[src/rtl/core/wdc_pkg.sv]
// ----------------------------------------------------------------------------
// Window distinct count package
// Shared constants, command codes, state encoding and control structs.
// ----------------------------------------------------------------------------
package wdc_pkg;

    localparam int MAX_LENGTH  = 1024;
    localparam int VALUE_BITS  = 10;
    localparam int VALUE_DEPTH = 1 << VALUE_BITS;
    localparam int ADDR_W      = $clog2(MAX_LENGTH);
    localparam int POS_W       = 11;
    localparam int CNT_W       = 11;
    localparam int CMD_W       = 2;

    typedef enum logic [CMD_W-1:0] {
        CMD_LOAD  = 2'd0,
        CMD_QUERY = 2'd1,
        CMD_CLEAR = 2'd2
    } t_cmd_code;

    typedef enum logic [2:0] {
        ST_IDLE,
        ST_CLEAR,
        ST_CHECK,
        ST_STEP,
        ST_CNT,
        ST_UPD,
        ST_RESULT
    } t_state;

    typedef struct packed {
        logic in_ready;
        logic clr_wr;
        logic step;
        logic cnt_rd;
        logic upd;
        logic result;
    } t_ctrl_cmd;

    typedef struct packed {
        logic in_valid;
        logic in_query;
        logic stale;
        logic clr_last;
        logic bad;
        logic step_done;
        logic out_free;
    } t_ctrl_sts;

endpackage

[src/rtl/core/wdc_ctrl.sv]
// ----------------------------------------------------------------------------
// Window distinct count controller
// Sequences item intake, count table clearing, window steps and results.
// ----------------------------------------------------------------------------
module wdc_ctrl (
    input  logic                i_clk,
    input  logic                i_rst_n,
    input  wdc_pkg::t_ctrl_sts  i_sts,
    output wdc_pkg::t_ctrl_cmd  o_cmd
);
    import wdc_pkg::*;

    t_state r_state;
    t_state n_state;

    always_ff @(posedge i_clk) begin
        if (!i_rst_n) begin
            r_state <= ST_IDLE;
        end else begin
            r_state <= n_state;
        end
    end

    always_comb begin
        n_state = r_state;
        o_cmd   = '0;
        unique case (r_state)
            ST_IDLE: begin
                if (i_sts.stale) begin
                    n_state = ST_CLEAR;
                end else begin
                    o_cmd.in_ready = 1'b1;
                    if (i_sts.in_valid && i_sts.in_query) begin
                        n_state = ST_CHECK;
                    end
                end
            end
            ST_CLEAR: begin
                o_cmd.clr_wr = 1'b1;
                if (i_sts.clr_last) begin
                    n_state = ST_IDLE;
                end
            end
            ST_CHECK: begin
                n_state = i_sts.bad ? ST_RESULT : ST_STEP;
            end
            ST_STEP: begin
                if (i_sts.step_done) begin
                    n_state = ST_RESULT;
                end else begin
                    o_cmd.step = 1'b1;
                    n_state    = ST_CNT;
                end
            end
            ST_CNT: begin
                o_cmd.cnt_rd = 1'b1;
                n_state      = ST_UPD;
            end
            ST_UPD: begin
                o_cmd.upd = 1'b1;
                n_state   = ST_STEP;
            end
            ST_RESULT: begin
                if (i_sts.out_free) begin
                    o_cmd.result = 1'b1;
                    n_state      = ST_IDLE;
                end
            end
            default: begin
                n_state = ST_IDLE;
            end
        endcase
    end

endmodule

[config.mk]
export PLATFORM = sky130hd
export DESIGN_NAME = wdc_ctrl
export DESIGN_NICKNAME = d
export VERILOG_FILES = /design/src/rtl/core/wdc_pkg.sv /design/src/rtl/core/wdc_ctrl.sv
export SDC_FILE = /design/constraint.sdc
export NUM_CORES = 1
export LEC_CHECK = 0
export BUFFER_PORTS_ARGS = -buffer_cell sky130_fd_sc_hd__buf_4
export CAP_MARGIN = 20
export CORE_AREA = 2 2 39 41
export CTS_CLUSTER_DIAMETER = 200
export DETAILED_ROUTE_END_ITERATION = 12
export DIE_AREA = 0 0 41 43
export GPL_TIMING_DRIVEN = 0
export HOLD_SLACK_MARGIN = 0.08
export MAX_ROUTING_LAYER = met4
export PLACE_DENSITY_LB_ADDON = 0.2
export SYNTH_ARGS = -nofsm -noshare
export SYNTH_HDL_FRONTEND = slang
export SYNTH_SLANG_ARGS = --single-unit
export TNS_END_PERCENT = 10
[constraint.sdc]
create_clock -name i_clk -period 1.45 [get_ports i_clk]
set_clock_uncertainty 0.1 [all_clocks]
set_input_delay 0.145 -clock i_clk [delete_from_list [all_inputs] [get_ports i_clk]]
set_output_delay 0.145 -clock i_clk [all_outputs]
set_load 0.005 [all_outputs]
==> results of run 1 <==
-- metal layers --
metal / GRT usage (%) / up-vias / wire length (um) / part of all wire, %
met2: 18.75 / 9 / 428 / 51
met5: - / - / 0 / 0
met3: 3.141 / 2 / 46 / 5.5
met4: 6.000 / 0 / 6 / 0.72
met1: 12.74 / 166 / 352 / 42
li1: - / 183 / - / -
-- path summary, 6_finish.rpt --
check | endpoint | slack [ns]
worst min-delay path | r_state[2]$_SDFFE_PN0P_ | 0.12
worst max register to register | r_state[1]$_SDFFE_PN0P_ | -0.02
worst min register to register | r_state[1]$_SDFFE_PN0P_ | 0.51
worst max-delay path | r_state[1]$_SDFFE_PN0P_ | -0.02
-- power by group through the flow --
stage          Combinational, mW  Clock, mW  Sequential [mW]
3_3_place_gp               0.438          0            0.139
2_1_floorplan              0.309          0            0.132
6_report                   0.574      0.144            0.153
4_1_cts                    0.513      0.152            0.146
5_1_grt                    0.632      0.157            0.158
3_5_place_dp               0.433          0            0.139
-- cell families (layout without fill, tap and decap cells) --
group | after synthesis | count (layout) | synth area share [%]
AOI/OAI and AO/OA | 9 | 9 | 21.74
buffers and inverters | 5 | 26 | 9.997
and+or+nand+nor | 20 | 20 | 43.04
DFF | 3 | 3 | 20.87
adders and majority gates | 1 | 1 | 4.347
-- cells in the final DEF, fill, tap and decap left out, types with 2 or more instances in the layout --
cell type	n
sky130_fd_sc_hd__buf_4	17
sky130_fd_sc_hd__buf_6	2
sky130_fd_sc_hd__clkbuf_4	3
sky130_fd_sc_hd__dfxtp_2	3
sky130_fd_sc_hd__nand2_1	4
sky130_fd_sc_hd__nor2_1	4
sky130_fd_sc_hd__nor3_1	2
sky130_fd_sc_hd__nor3b_2	3
sky130_fd_sc_hd__o21ai_2	2
-- metrics by stage --
step	setup slack, ns	TNS (ns)	hold slack, ns
final	-0.02500	-0.02500	0.1179
after floorplan	0.004395	0	0.1961
after global routing	-0.08530	-0.3299	0.1382
after global placement	-0.1366	-0.2200	0.3368
after detailed placement	-0.1427	-0.2031	0.3254
after CTS	-0.07504	-0.2111	0.1079
-- cells in the mapped netlist --
library cell / instances / area (um2)
sky130_fd_sc_hd__a2111oi_0: 1 / 8.760
sky130_fd_sc_hd__a21o_1: 1 / 7.510
sky130_fd_sc_hd__a21oi_1: 1 / 5.000
sky130_fd_sc_hd__a221oi_1: 1 / 8.760
sky130_fd_sc_hd__and3_1: 1 / 6.260
sky130_fd_sc_hd__and4b_1: 1 / 10.01
sky130_fd_sc_hd__buf_2: 2 / 10.01
sky130_fd_sc_hd__buf_6: 1 / 11.26
sky130_fd_sc_hd__dfxtp_1: 3 / 60.06
sky130_fd_sc_hd__ha_1: 1 / 12.51
sky130_fd_sc_hd__inv_1: 1 / 3.750
sky130_fd_sc_hd__inv_2: 1 / 3.750
sky130_fd_sc_hd__nand2_1: 4 / 15.01
sky130_fd_sc_hd__nand4_1: 1 / 6.260
sky130_fd_sc_hd__nor2_1: 4 / 15.01
sky130_fd_sc_hd__nor2b_1: 1 / 6.260
sky130_fd_sc_hd__nor3_1: 2 / 10.01
sky130_fd_sc_hd__nor3b_1: 2 / 15.01
sky130_fd_sc_hd__nor3b_2: 1 / 12.51
sky130_fd_sc_hd__nor4_1: 1 / 6.260
sky130_fd_sc_hd__o21ai_0: 1 / 5.000
sky130_fd_sc_hd__o21ai_1: 2 / 10.01
sky130_fd_sc_hd__o21bai_2: 1 / 11.26
sky130_fd_sc_hd__o22ai_1: 1 / 6.260
sky130_fd_sc_hd__or4b_1: 1 / 10.01
sky130_fd_sc_hd__or4bb_1: 1 / 11.26
-- worst max-delay path: stages (launching register included) --
cell and delay, ns:
sky130_fd_sc_hd__dfxtp_2 0.32, sky130_fd_sc_hd__buf_6 0.12, sky130_fd_sc_hd__inv_6 0.04, sky130_fd_sc_hd__ha_4 0.21
sky130_fd_sc_hd__nand2_1 0.05, sky130_fd_sc_hd__nand4_1 0.11, sky130_fd_sc_hd__a21o_1 0.20, sky130_fd_sc_hd__a221oi_2 0.24
-- repair_timing --
action                                 in CTS  in global routing
cloned                                      0                  0
resized for setup                           9                 11
endpoints found under the hold margin       1                  0
hold buffers                                1                  0
setup buffers                               2                  0
pin swaps                                   3                  6
setup endpoints to repair                   7                  9
-- final cells by class --
type,instances,area [um2],area share (%)
multi-input cells,30,262.8,48.17
repair buffers,17,130.1,23.85
flip-flops and latches,3,63.81,11.70
plain buffers,3,30.03,5.505
clock buffers,4,26.28,4.817
well taps,16,20.02,3.670
inverters,2,12.51,2.294
==> parameters.txt, run 1 <==
Parameter                              Value

Cells and area
  Number of fill cells    149
  Count of nets after finishing    70
  Share of final-layout standard cells stronger than drive strength 1    66.10%
  Layout overhead on the synthesized area    89.57%
  Total inserted antenna cells    0
  Final instance area    545.5 um2
  Layout Cells excl Fill    75
  Number of flip-flops under the largest register name    3
  Final core utilization    39.42%
  Reg with most FFs    r_state
  Biggest registers after layout    r_state: 3 flops

Placed design
  HPWL after detailed placement    611.2 um
  Post-detailed-placement cell area    427.9 um2
  Number of placed cells counting well taps    68
  Global placer's final weighted congestion    0.6631
  IO Port Bufs    14

Pwr
  Switching power as a share of total power    38.56%
  Total power    0.8707 mW
  Internal Pwr Total    0.5350 mW
  Largest vdd supply drop    0.6043 mV
  Leakage    0.2384 nW
  Proportion of power drawn by flip-flops and latches    17.5%
  Pwr Density    1596 mW/mm2
  Part of the total power dissipated in the clock network    16.5%
  Combinational group share of total power    66.0%
  Switching pwr    0.3357 mW

Floorplanning
  Number of rows created at floorplan    14
  Die boundary width    41 um
  Number of I/O pins    15
  Die Footprint    0.001763 mm2
  Initial standard-cell utilization of the core    20.80%
  Y dimension of the die    43 um
  Core box area    0.001384 mm2

STA
  Count of final setup violators    1
  Relative slew margins    81.32%
  Crit share post-route    101.7%
  Hold violation total from the final report    0
  Actual slew at the worst max-slew pin    0.2778 ns
  Final-report max-slew violation count    0
  Peak clock frequency supported by timing    678.0 MHz
  Final worst-path setup slack    -0.02500 ns
  Unrepaired setup endpoints after global routing    true
  Time the worst path needs with I/O delays and setup    1.475 ns

Job
  Max-cap violations    0

Synthesis
  Post-Syn Nets    48
  Number of warnings reported in the yosys synthesis log    0
  Avg Inst Size Synth    7.573 um2
  Summed instance area of the synthesized netlist    287.8 um2
  Number of distinct library cell variants in the gate-level netlist after synthesis    26
  Gate count of the mapped netlist    38
  Register bit count reported by yosys    3
  Part of the Yosys area used for sequential elements    20.87%

Detailed routing
  Count of antenna-violating nets left after detailed routing    0
  Mean number of vias per cell    4.800
  Routed wire length    833 um
  Vias after detailed routing    360
  First-iteration detailed-routing DRC count    3
  DRC violations left    0
  Number of iterations in the first detailed-routing pass    2
  Average wire length per cell after detail routing    11.11 um

Min path
  Hold Startpoint    i_rst_n
  Number of cells on the worst hold path    3
  Hold Path Class    in2reg

Worst setup path
  Arrival time reported for the critical path endpoint    1.51 ns
  Crit. End Element    flop
  Worst Path Required    1.48 ns
  Critical Path Source Type    flop
  Peak fanout along the critical path    6
  Startpoint of the most critical register-to-register path    r_state[1]$_SDFFE_PN0P_
  Register-to-Register Path Depth    7
  First element of the critical path    r_state[1]$_SDFFE_PN0P_
  Critical path type    reg2reg

Clock network
  Clock tree from TritonCTS    built
  Number of buffers on the longest clock path    2
  Root buffer selected by CTS    sky130_fd_sc_hd__clkbuf_4
  Worst-skew pair later-pin latency    0.23 ns
  H-tree lvl count    1
  Number of CTS-inserted buffers    3
  Number of sinks driven by the clock tree    3
  Clock slew at reported path FFs    0.04 ns

Global routing
  Global-route wire length before repair    1.373 mm
  Largest net degree at the start of global routing    11
  Global-route total usage across every layer    11.79%
  Vias in the first global route    335
  Antenna violations before repair    0
  Overflow after GRT    0

Status
  Violations in the final reports    setup timing
  Result of the run    finished, violations left
(Power assumes the default switching activity.)
==> run 2, diff against run 1 <==
- BUFFER_PORTS_ARGS: -buffer_cell sky130_fd_sc_hd__buf_4 -> -buffer_cell sky130_fd_sc_hd__clkbuf_2
==> parameters.txt, run 2 (synthesis results as in run 1) <==
Parameter                              Value

Placed design
  Number of placed cells counting well taps    68
  Post-detailed-placement cell area    392.9 um2
  HPWL after detailed placement    613 um
  IO Port Bufs    14
  Global placer's final weighted congestion    0.6708
  Worst-case setup slack after placement    -0.1509 ns

Job
  Max-cap violations    0

Worst setup path
  Startpoint of the most critical register-to-register path    r_state[1]$_SDFFE_PN0P_
  Critical Path Source Type    flop
  Critical path type    reg2reg
  Endpoint of the most critical register-to-register path    r_state[1]$_SDFFE_PN0P_
  Arrival time reported for the critical path endpoint    1.51 ns
  Worst reg-to-reg setup slack    -0.03 ns
  First element of the critical path    r_state[1]$_SDFFE_PN0P_
  Capture point of the critical path    r_state[1]$_SDFFE_PN0P_
  Peak fanout along the critical path    6
  Register-to-Register Path Depth    7
  Crit. End Element    flop
  Worst Path Required    1.49 ns

STA
  Unrepaired setup endpoints after global routing    true
  Hold violation total from the final report    0
  Relative slew margins    77.99%
  Final-report max-slew violation count    0
  Peak clock frequency supported by timing    677.1 MHz
  Worst hold margin    0.08824 ns
  Total Neg Setup Slack    -0.02932 ns
  Count of final setup violators    2
  Crit share post-route    101.9%
  Final worst-path setup slack    -0.02688 ns
  Actual slew at the worst max-slew pin    0.3271 ns
  Time the worst path needs with I/O delays and setup    1.477 ns

Pwr
  Largest vdd supply drop    0.5253 mV
  Leakage    0.2251 nW
  Pwr Density    1683 mW/mm2
  Total power    0.8149 mW

Cells and area
  Layout Cells excl Fill    76
  Reg with most FFs    r_state
  Share of final-layout standard cells stronger than drive strength 1    56.67%
  Count of nets after finishing    71
  Final instance area    484.2 um2
  Layout overhead on the synthesized area    68.26%
  Number of flip-flops under the largest register name    3
  Final core utilization    34.99%
  Leading cell types in the layout, fill and taps excluded    13 x sky130_fd_sc_hd__clkbuf_2, 5 x sky130_fd_sc_hd__buf_4, 4 x sky130_fd_sc_hd__nand2_1, 4 x sky130_fd_sc_hd__nor2_1
  Total inserted antenna cells    0
  Most common cell after layout, fill and taps aside    sky130_fd_sc_hd__clkbuf_2
  Number of fill cells    155
  Biggest registers after layout    r_state: 3 flops

Detailed routing
  Vias after detailed routing    363
  Count of antenna-violating nets left after detailed routing    0
  Mean number of vias per cell    4.776
  First-iteration detailed-routing DRC count    3
  Average wire length per cell after detail routing    11.21 um
  Number of iterations in the first detailed-routing pass    3
  Routed wire length    852 um
  DRC violations left    0

Clock network
  Worst-skew pair later-pin latency    0.23 ns
  Post-CTS Hold Fix Bufs    0
  H-tree lvl count    1
  Root buffer selected by CTS    sky130_fd_sc_hd__clkbuf_4
  Number of buffers on the longest clock path    2
  Number of sinks driven by the clock tree    3
  Clock tree from TritonCTS    built
  Number of CTS-inserted buffers    3
  Clock slew at reported path FFs    0.04 ns

Global routing
  Overflow after GRT    0
  Vias in the first global route    329
  Global-route wire length before repair    1.269 mm
  Antenna violations before repair    0
  Largest net degree at the start of global routing    11
  Global-route total usage across every layer    11.00%

Floorplanning
  Number of rows created at floorplan    14
  Number of I/O pins    15
  Die Footprint    0.001763 mm2
  Core box area    0.001384 mm2
  Y dimension of the die    43 um
  Die boundary width    41 um
  Initial standard-cell utilization of the core    20.80%

Status
  Violations in the final reports    setup timing
  Result of the run    finished, violations left

Min path
  Hold Path Class    in2reg
-- run 2: routing by layer --
layer,GRT usage (%),up-vias,part of all wire [%]
li1,-,189,-
met5,-,-,0
met2,18.13,9,52
met1,10.90,163,43
met4,8.000,0,0.70
met3,1.571,2,4.6
-- run 2: power breakdown --
part           internal, mW  switching (mW)
clock                 0.103          0.0416
combinational         0.281           0.242
sequential            0.119          0.0286
total                 0.502           0.313
-- run 2: final cells by class --
class | count | area (um2) | share of cell area [%]
plain buffers | 3 | 30.03 | 6.202
clock buffers | 4 | 26.28 | 5.426
inverters | 2 | 12.51 | 2.584
multi-input cells | 30 | 231.5 | 47.80
flip-flops and latches | 3 | 63.81 | 13.18
well taps | 16 | 20.02 | 4.134
repair buffers | 18 | 100.1 | 20.67
-- run 2: timing repair --
action / CTS / global route
setup endpoints to repair: 9 / 9
pin swaps: 3 / 4
resized for setup: 9 / 4
setup buffers: 4 / 0
-- run 2: how the worst min path moves through the flow --
stage	start	end	slack (ns)	depth (start not counted)
CTS	i_rst_n	r_state[0]$_SDFFE_PN0P_	0.08	3
finish	i_sts[3]	r_state[0]$_SDFFE_PN0P_	0.09	4
detailed placement	i_rst_n	r_state[0]$_SDFFE_PN0P_	0.34	3
global placement	i_rst_n	r_state[2]$_SDFFE_PN0P_	0.34	3
global route	i_rst_n	r_state[1]$_SDFFE_PN0P_	0.11	3
floorplan	i_rst_n	r_state[2]$_SDFFE_PN0P_	0.20	2
-- run 2: worst max-delay path: stages (launching register included) --
cell and delay (ns):
sky130_fd_sc_hd__dfxtp_2 0.32, sky130_fd_sc_hd__buf_6 0.12, sky130_fd_sc_hd__inv_6 0.04, sky130_fd_sc_hd__ha_4 0.20, sky130_fd_sc_hd__o21ai_1 0.06, sky130_fd_sc_hd__nand4_1 0.10, sky130_fd_sc_hd__a21o_1 0.20, sky130_fd_sc_hd__a221oi_2 0.24
